$ cat config.mk
export PLATFORM = sky130hd
export DESIGN_NAME = gkr_front
export DESIGN_NICKNAME = d
export VERILOG_FILES = /design/src/rtl/gkr_pkg.sv /design/src/rtl/gkr_front.sv
export SDC_FILE = /design/constraint.sdc
export NUM_CORES = 1
export LEC_CHECK = 0
export ABC_AREA = 0
export ABC_CLOCK_PERIOD_IN_PS = 19250
export BUFFER_PORTS_ARGS = -buffer_cell sky130_fd_sc_hd__buf_2
export CORE_MARGIN = 4
export CORE_UTILIZATION = 45
export CTS_CLUSTER_SIZE = 8
export DETAILED_ROUTE_END_ITERATION = 8
export PLACE_DENSITY = 0.73
export SLEW_MARGIN = 15
export SYNTH_ARGS = -nofsm -noshare
export SYNTH_HDL_FRONTEND = slang
export SYNTH_SLANG_ARGS = --single-unit
export TNS_END_PERCENT = 1
$ cat constraint.sdc
create_clock -name i_clk -period 19.25 [get_ports i_clk]
set_input_delay 3.85 -clock i_clk [delete_from_list [all_inputs] [get_ports i_clk]]
set_output_delay 3.85 -clock i_clk [all_outputs]
set_load 0.1 [all_outputs]
$ cat src/rtl/gkr_pkg.sv
`timescale 1ns / 1ps
`default_nettype none
// ----------------------------------------------------------------------------
// gkr_pkg
// Shared types, constants and the Gaussian weight table for the kernel
// regression core.
// ----------------------------------------------------------------------------
package gkr_pkg;

    localparam int KERNEL_TABLE_SIZE = 256;
    localparam int FRACTION_BITS     = 16;
    localparam int WEIGHT_BITS       = 16;
    localparam int W_W               = WEIGHT_BITS + 1;
    localparam int IDX_W             = $clog2(KERNEL_TABLE_SIZE);
    localparam logic [63:0] LN2_Q32  = 64'd2977044472;
    localparam logic [63:0] TAB_DEN  = 64'(KERNEL_TABLE_SIZE) * 64'(KERNEL_TABLE_SIZE);
    localparam logic [63:0] U_LIMIT  = 64'd4 << FRACTION_BITS;

    typedef enum logic [1:0] {
        OP_CLEAR  = 2'd0,
        OP_APPEND = 2'd1,
        OP_QUERY  = 2'd2
    } t_op;

    typedef enum logic [1:0] {
        ST_IDLE,
        ST_WALK,
        ST_DRAIN,
        ST_DIV
    } t_state;

    typedef struct packed {
        t_op         op;
        logic [31:0] point_x;
        logic [31:0] point_y;
        logic [31:0] query_x;
    } t_cmd;

    typedef struct packed {
        logic valid;
        t_cmd cmd;
    } t_cmd_head;

    typedef logic [KERNEL_TABLE_SIZE-1:0][W_W-1:0] t_wtab;

    function automatic logic [63:0] div_small(input logic [63:0] v, input int k);
        logic [63:0] q;
        case (k)
            1:       q = v;
            2:       q = v / 64'd2;
            3:       q = v / 64'd3;
            4:       q = v / 64'd4;
            5:       q = v / 64'd5;
            6:       q = v / 64'd6;
            7:       q = v / 64'd7;
            8:       q = v / 64'd8;
            9:       q = v / 64'd9;
            10:      q = v / 64'd10;
            11:      q = v / 64'd11;
            12:      q = v / 64'd12;
            13:      q = v / 64'd13;
            14:      q = v / 64'd14;
            15:      q = v / 64'd15;
            default: q = v / 64'd16;
        endcase
        return q;
    endfunction

    // exp(-a), argument and result in Q32.
    function automatic logic [63:0] exp_neg_q32(input logic [63:0] a);
        logic [63:0]        n;
        logic [63:0]        r;
        logic [63:0]        term;
        logic signed [65:0] sum;
        n    = a / LN2_Q32;
        r    = a - n * LN2_Q32;
        term = 64'd1 << 32;
        sum  = 66'sd1 <<< 32;
        for (int k = 1; k <= 16; k++) begin
            term = div_small((term * r) >> 32, k);
            if (k % 2 == 1) begin
                sum = sum - $signed({2'b00, term});
            end else begin
                sum = sum + $signed({2'b00, term});
            end
        end
        if (sum < 0) begin
            sum = '0;
        end
        if (n >= 64'd63) begin
            return 64'd0;
        end
        return sum[63:0] >> n;
    endfunction

    function automatic t_wtab build_wtab();
        t_wtab       t;
        logic [63:0] a;
        logic [63:0] e;
        logic [63:0] v;
        for (int i = 0; i < KERNEL_TABLE_SIZE; i++) begin
            a = ((64'd8 * 64'(i) * 64'(i)) << 32) / TAB_DEN;
            e = exp_neg_q32(a);
            v = (e + (64'd1 << (31 - WEIGHT_BITS))) >> (32 - WEIGHT_BITS);
            t[i] = v[W_W-1:0];
        end
        return t;
    endfunction

    localparam t_wtab WEIGHT_TABLE = build_wtab();

endpackage
`default_nettype wire

$ cat src/rtl/gkr_front.sv
`timescale 1ns / 1ps
`default_nettype none
// ----------------------------------------------------------------------------
// gkr_front
// Accepts command transactions, drops unused opcodes and holds accepted
// commands in a two-entry queue for the back end.
// ----------------------------------------------------------------------------
module gkr_front (
    input  wire                   i_clk,
    input  wire                   i_rst_n,
    input  wire                   start,
    output logic                  busy,
    input  wire  [1:0]            i_op,
    input  wire  [31:0]           i_point_x,
    input  wire  [31:0]           i_point_y,
    input  wire  [31:0]           i_query_x,
    output gkr_pkg::t_cmd_head    o_head,
    input  wire                   i_pop
);

    gkr_pkg::t_cmd r_q [2];
    logic [1:0]    r_cnt;
    logic          r_rd;
    logic          r_wr;
    logic          accept;
    logic          keep;
    logic          pop;

    assign busy   = (r_cnt == 2'd2);
    assign accept = start && !busy;
    assign pop    = i_pop && (r_cnt != 2'd0);

    always_comb begin
        unique case (gkr_pkg::t_op'(i_op))
            gkr_pkg::OP_CLEAR, gkr_pkg::OP_APPEND, gkr_pkg::OP_QUERY: keep = 1'b1;
            default: keep = 1'b0;
        endcase
    end

    always_ff @(posedge i_clk) begin
        if (accept && keep) begin
            r_q[r_wr] <= '{op: gkr_pkg::t_op'(i_op), point_x: i_point_x,
                           point_y: i_point_y, query_x: i_query_x};
        end
    end

    always_ff @(posedge i_clk) begin
        if (!i_rst_n) begin
            r_cnt <= 2'd0;
            r_rd  <= 1'b0;
            r_wr  <= 1'b0;
        end else begin
            if (accept && keep) begin
                r_wr <= !r_wr;
            end
            if (pop) begin
                r_rd <= !r_rd;
            end
            r_cnt <= r_cnt + 2'(accept && keep) - 2'(pop);
        end
    end

    assign o_head.valid = (r_cnt != 2'd0);
    assign o_head.cmd   = r_q[r_rd];

endmodule
`default_nettype wire

* After elaboration in Yosys (flattened, before gate mapping)
Memories as Yosys holds them, arrays and structs flattened. A register that Yosys moved wholly into a read port is not among the register bits.
Index checks and enable logic that the tools add are counted.
** Word-level totals
- Bits of input ports :: 102
- Memory bits (writable) :: 196
- Logic and storage cells :: 23
- Bits in registers :: 4
- Output and inout bits :: 100
- Memories kept :: 1
** Memories
- r_q :: depth 2, width 98, read ports 1, clocked after memory_dff 1, wr ports 1, line gkr_front.sv:21 : gkr_pkg::t_cmd r_q [2];
** Operators by class
- $add $sub $neg :: 2
- Muxes and demuxes :: 5
- Reduce and logical (&&, ||, !) cells :: 9
- Equal/unequal tests :: 3
** Operator list (number)
- $mux 1 :: 5
- $eq 2x2->1 const B :: 2
- $logic_and 1x1->1 :: 3
- $logic_not 1->1 :: 3
- $reduce_or 3->1 :: 1
- $add 2x1->2 :: 1
- $eq 2x1->1 const B :: 1
- $logic_not 2->1 :: 1
- $reduce_bool 2->1 :: 1
- $sub 2x1->2 :: 1

* Longest topological paths before layout
- Depth in word-level cells :: 6
- Mapped depth :: 8
- Mapped depth without buffers :: 8

* Worst setup path before layout
OpenSTA, ideal clock, no wires.
- Path type :: input-to-reg
- Start :: in i_op[0]
- End :: mem r_q[0][0] in the netlist's numbering (enable)
- Required time :: 18.695 ns
- Setup time :: 0.555 ns
- Path buffers :: 0
- Slack :: 10.563 ns
- Stages on the path :: 3
- Data arrival time :: 8.132 ns
- Cells stage by stage :: nand2_1 > nand3b_4 > nor2_1
** Between the ends
- Word-level cells in the longest chain between the ends :: 6
- Elaborated cells between the ends (all ways) :: 8
- Classes of those cells :: 2 x eq/ne; 3 x mux; 3 x reduce/logical
** RTL lines
- from (decl) :: line gkr_front.sv:13 : input wire [1:0] i_op,
- $eq 2x1->1, or another cell as far along :: line gkr_front.sv:34 : unique case (gkr_pkg::t_op'(i_op))
- $reduce_or 3->1 * :: line gkr_front.sv:34
- $mux 1 * :: line gkr_front.sv:34
- $logic_and 1x1->1 * :: line gkr_front.sv:41 : if (accept && keep) begin
- $mux 1 * :: line gkr_front.sv:41
- $mux 1 (implied by the code) * :: line gkr_front.sv:42 : r_q[r_wr] <= '{op: gkr_pkg::t_op'(i_op), point_x: i_point_x,
- to (decl) :: line gkr_front.sv:21
Mark *: on every way between the ends. The rest lies on a longest branch, timed or not.

==> results_dict.tcl <==
set metrics [dict create \
    outcome "complete, no violations" \
    ctsResizeCount 0 \
    layout_commonest_cell "buf_2" \
    dp.cells 740 \
    tns_ps 0 \
    r2r_start "r_cnt[1]" \
    vias 3824 \
    worstPathMaxFanout 52 \
    first_pass_iters 4 \
    wl_per_cell_um 17.6 \
    grt_max_degree 58 \
    pin_count 202 \
    powerDensity_mw_per_mm2 176 \
    maxCapViolations 0 \
    cts_tree "built" \
    numCtsBuffers 29 \
    timing.fmax_ghz 0.151 \
    ys_seq_area_frac 0.809 \
    slew_violations 0 \
    slew_headroom 0.472 \
    skew_ps 9.87 \
    htreeDepth 1 \
    clk_pin_slew_worst_paths_ps 50 \
    yosysWarnings 0 \
    root_buffer "clkbuf_16" \
    final_layout_size_suffix_gt1_frac 0.598 \
    core_mm2 0.0160 \
    worstPathRequired_ps 15400 \
    worst_slew_pin_slew_ps 792 \
    grt_pass1_wl_mm 21.2 \
    stdcell_count 785 \
    postCtsSetupRepairBufs 0 \
    synth_cell_type_count 17 \
    die_height_um 136 \
    synth_cells 331 \
    grt_setup_unrepaired "no" \
    end_kind "output pin" \
    io_buffer_count 201 \
    synthesis.area_mm2 0.00740 \
    leakage_nw 3.57 \
    cp-start-kind "register" \
    ir_drop_v 0.000131 \
    hold_viol 0 \
    nNetsFinal 661 \
    dp_hpwl_mm 9.02 \
    antenna_found_initial 3 \
    fin_crit_sh 0.344 \
    syn_nets 435 \
    min_from "r_wr" \
    ant_nets 0 \
    drtIter0Drc 116 \
    critical_path_arrival_ps 2770 \
    cts_num_sinks 201 \
    fillers 1279 \
    synthToLayoutAreaGrowth_pct 28.0 \
    grt_usage 0.147 \
    post-route-min-period_ps 6620 \
    hold_class "register to register" \
    viasPerCell 4.87 \
    crit_type "register to output pin" \
    num_rows 46 \
    place_congestion 0.737 \
    grt_pass1_vias 4210 \
    num_antenna_cells 0 \
    grt_overflow 0 \
    drc_errors 0 \
    start_util 0.462 \
    postSynthAreaPerCell_um2 22.3 \
    hold_buffers 0 \
    setup-violations-final 0 \
    clockBufferDepth 3 \
    synth.ff_latch_count 201 \
    die_area_mm2 0.0186 \
    clkLatencyLatePin_ps 510 \
    wl_mm 13.8 \
    die_w_um 136 \
    final_cell_mix "buf_2, edfxtp_1, mux2_2, clkbuf_16, mux2_4" \
]
[power by group]
| part | switching [mW] | internal [mW] |
|---|---|---|
| Combinational | 0.545 | 0.131 |
| Sequential | 0.0239 | 0.539 |
| Clock | 0.158 | 0.272 |
| Total | 0.728 | 0.941 |
[worst max-delay path, stage by stage (launching register included)]
cell and delay (ps):
dfxtp_4 740, buf_4 730, mux2_2 310, buf_2 430
[sequential cells by signal, indices dropped and copies added (netlist names), named ones only]
register	count
r_q	196
r_cnt	2
r_rd	1
r_wr	1
[worst paths after layout]
kind,to,slack (ps),depth (start not counted)
hold reg to reg,r_wr,520,2
setup reg to reg,r_q[0][15],16860,4
hold / removal,r_wr,520,2
setup / recovery,o_head[70],12630,3
[metrics by stage]
stage	utilization	hold slack, ps	cell area [um2]	setup slack, ps	total power [mW]
after floorplan	-	451	7400	10560	1.16
after global placement	0.540	493	8630	12910	1.24
after detailed placement	0.540	516	8630	12830	1.25
after CTS	0.589	522	9420	12540	1.69
after global routing	0.592	559	9470	12450	1.73
final	0.592	518	9470	12630	1.67
[cell families (layout without fill, tap and decap cells)]
group                      count (synthesis)  count (layout)  synth area share
xor gates and xnor gates                   3               3           0.00355
buffers and inverters                     13             251            0.0118
DFF                                      201             201             0.809
muxes                                     99              99             0.161
and+or+nand+nor                           12              12            0.0103
AOI/OAI and AO/OA                          1               1           0.00102
adders and majority gates                  2               2           0.00338
[synthesized netlist by cell type]
cell type | instances | area, um2
dfxtp_1 | 5 | 100
mux2i_1 | 1 | 10.0
buf_6 | 4 | 45.0
and2_1 | 2 | 12.5
nand3b_4 | 1 | 20.0
mux2_4 | 20 | 300
nand2_1 | 3 | 11.3
mux2_2 | 78 | 878
nor2b_1 | 3 | 18.8
inv_1 | 2 | 7.51
buf_2 | 7 | 35.0
edfxtp_1 | 196 | 5890
or2_2 | 1 | 6.26
o21a_1 | 1 | 7.51
ha_1 | 2 | 25.0
nor2_1 | 2 | 7.51
xnor2_1 | 3 | 26.3
[layer usage]
layer  up-vias  share of wire  global-route usage
li1       1761              -                   -
met1      1884           0.37               0.160
met2       141           0.53               0.269
met3        32          0.085              0.0522
met4         6          0.020              0.0403
met5         -         0.0023                   0
[layout make-up]
class,instances,area [um2],area share
Tap cell,216,270,0.0285
Clock inverter,2,17.5,0.00185
Multi-Input combinational cell,117,1340,0.141
Timing Repair Buffer,206,1080,0.114
Inverter,2,7.51,0.000793
Clock buffer,41,771,0.0814
Sequential cell,201,5990,0.632
(Power assumes the default switching activity.)
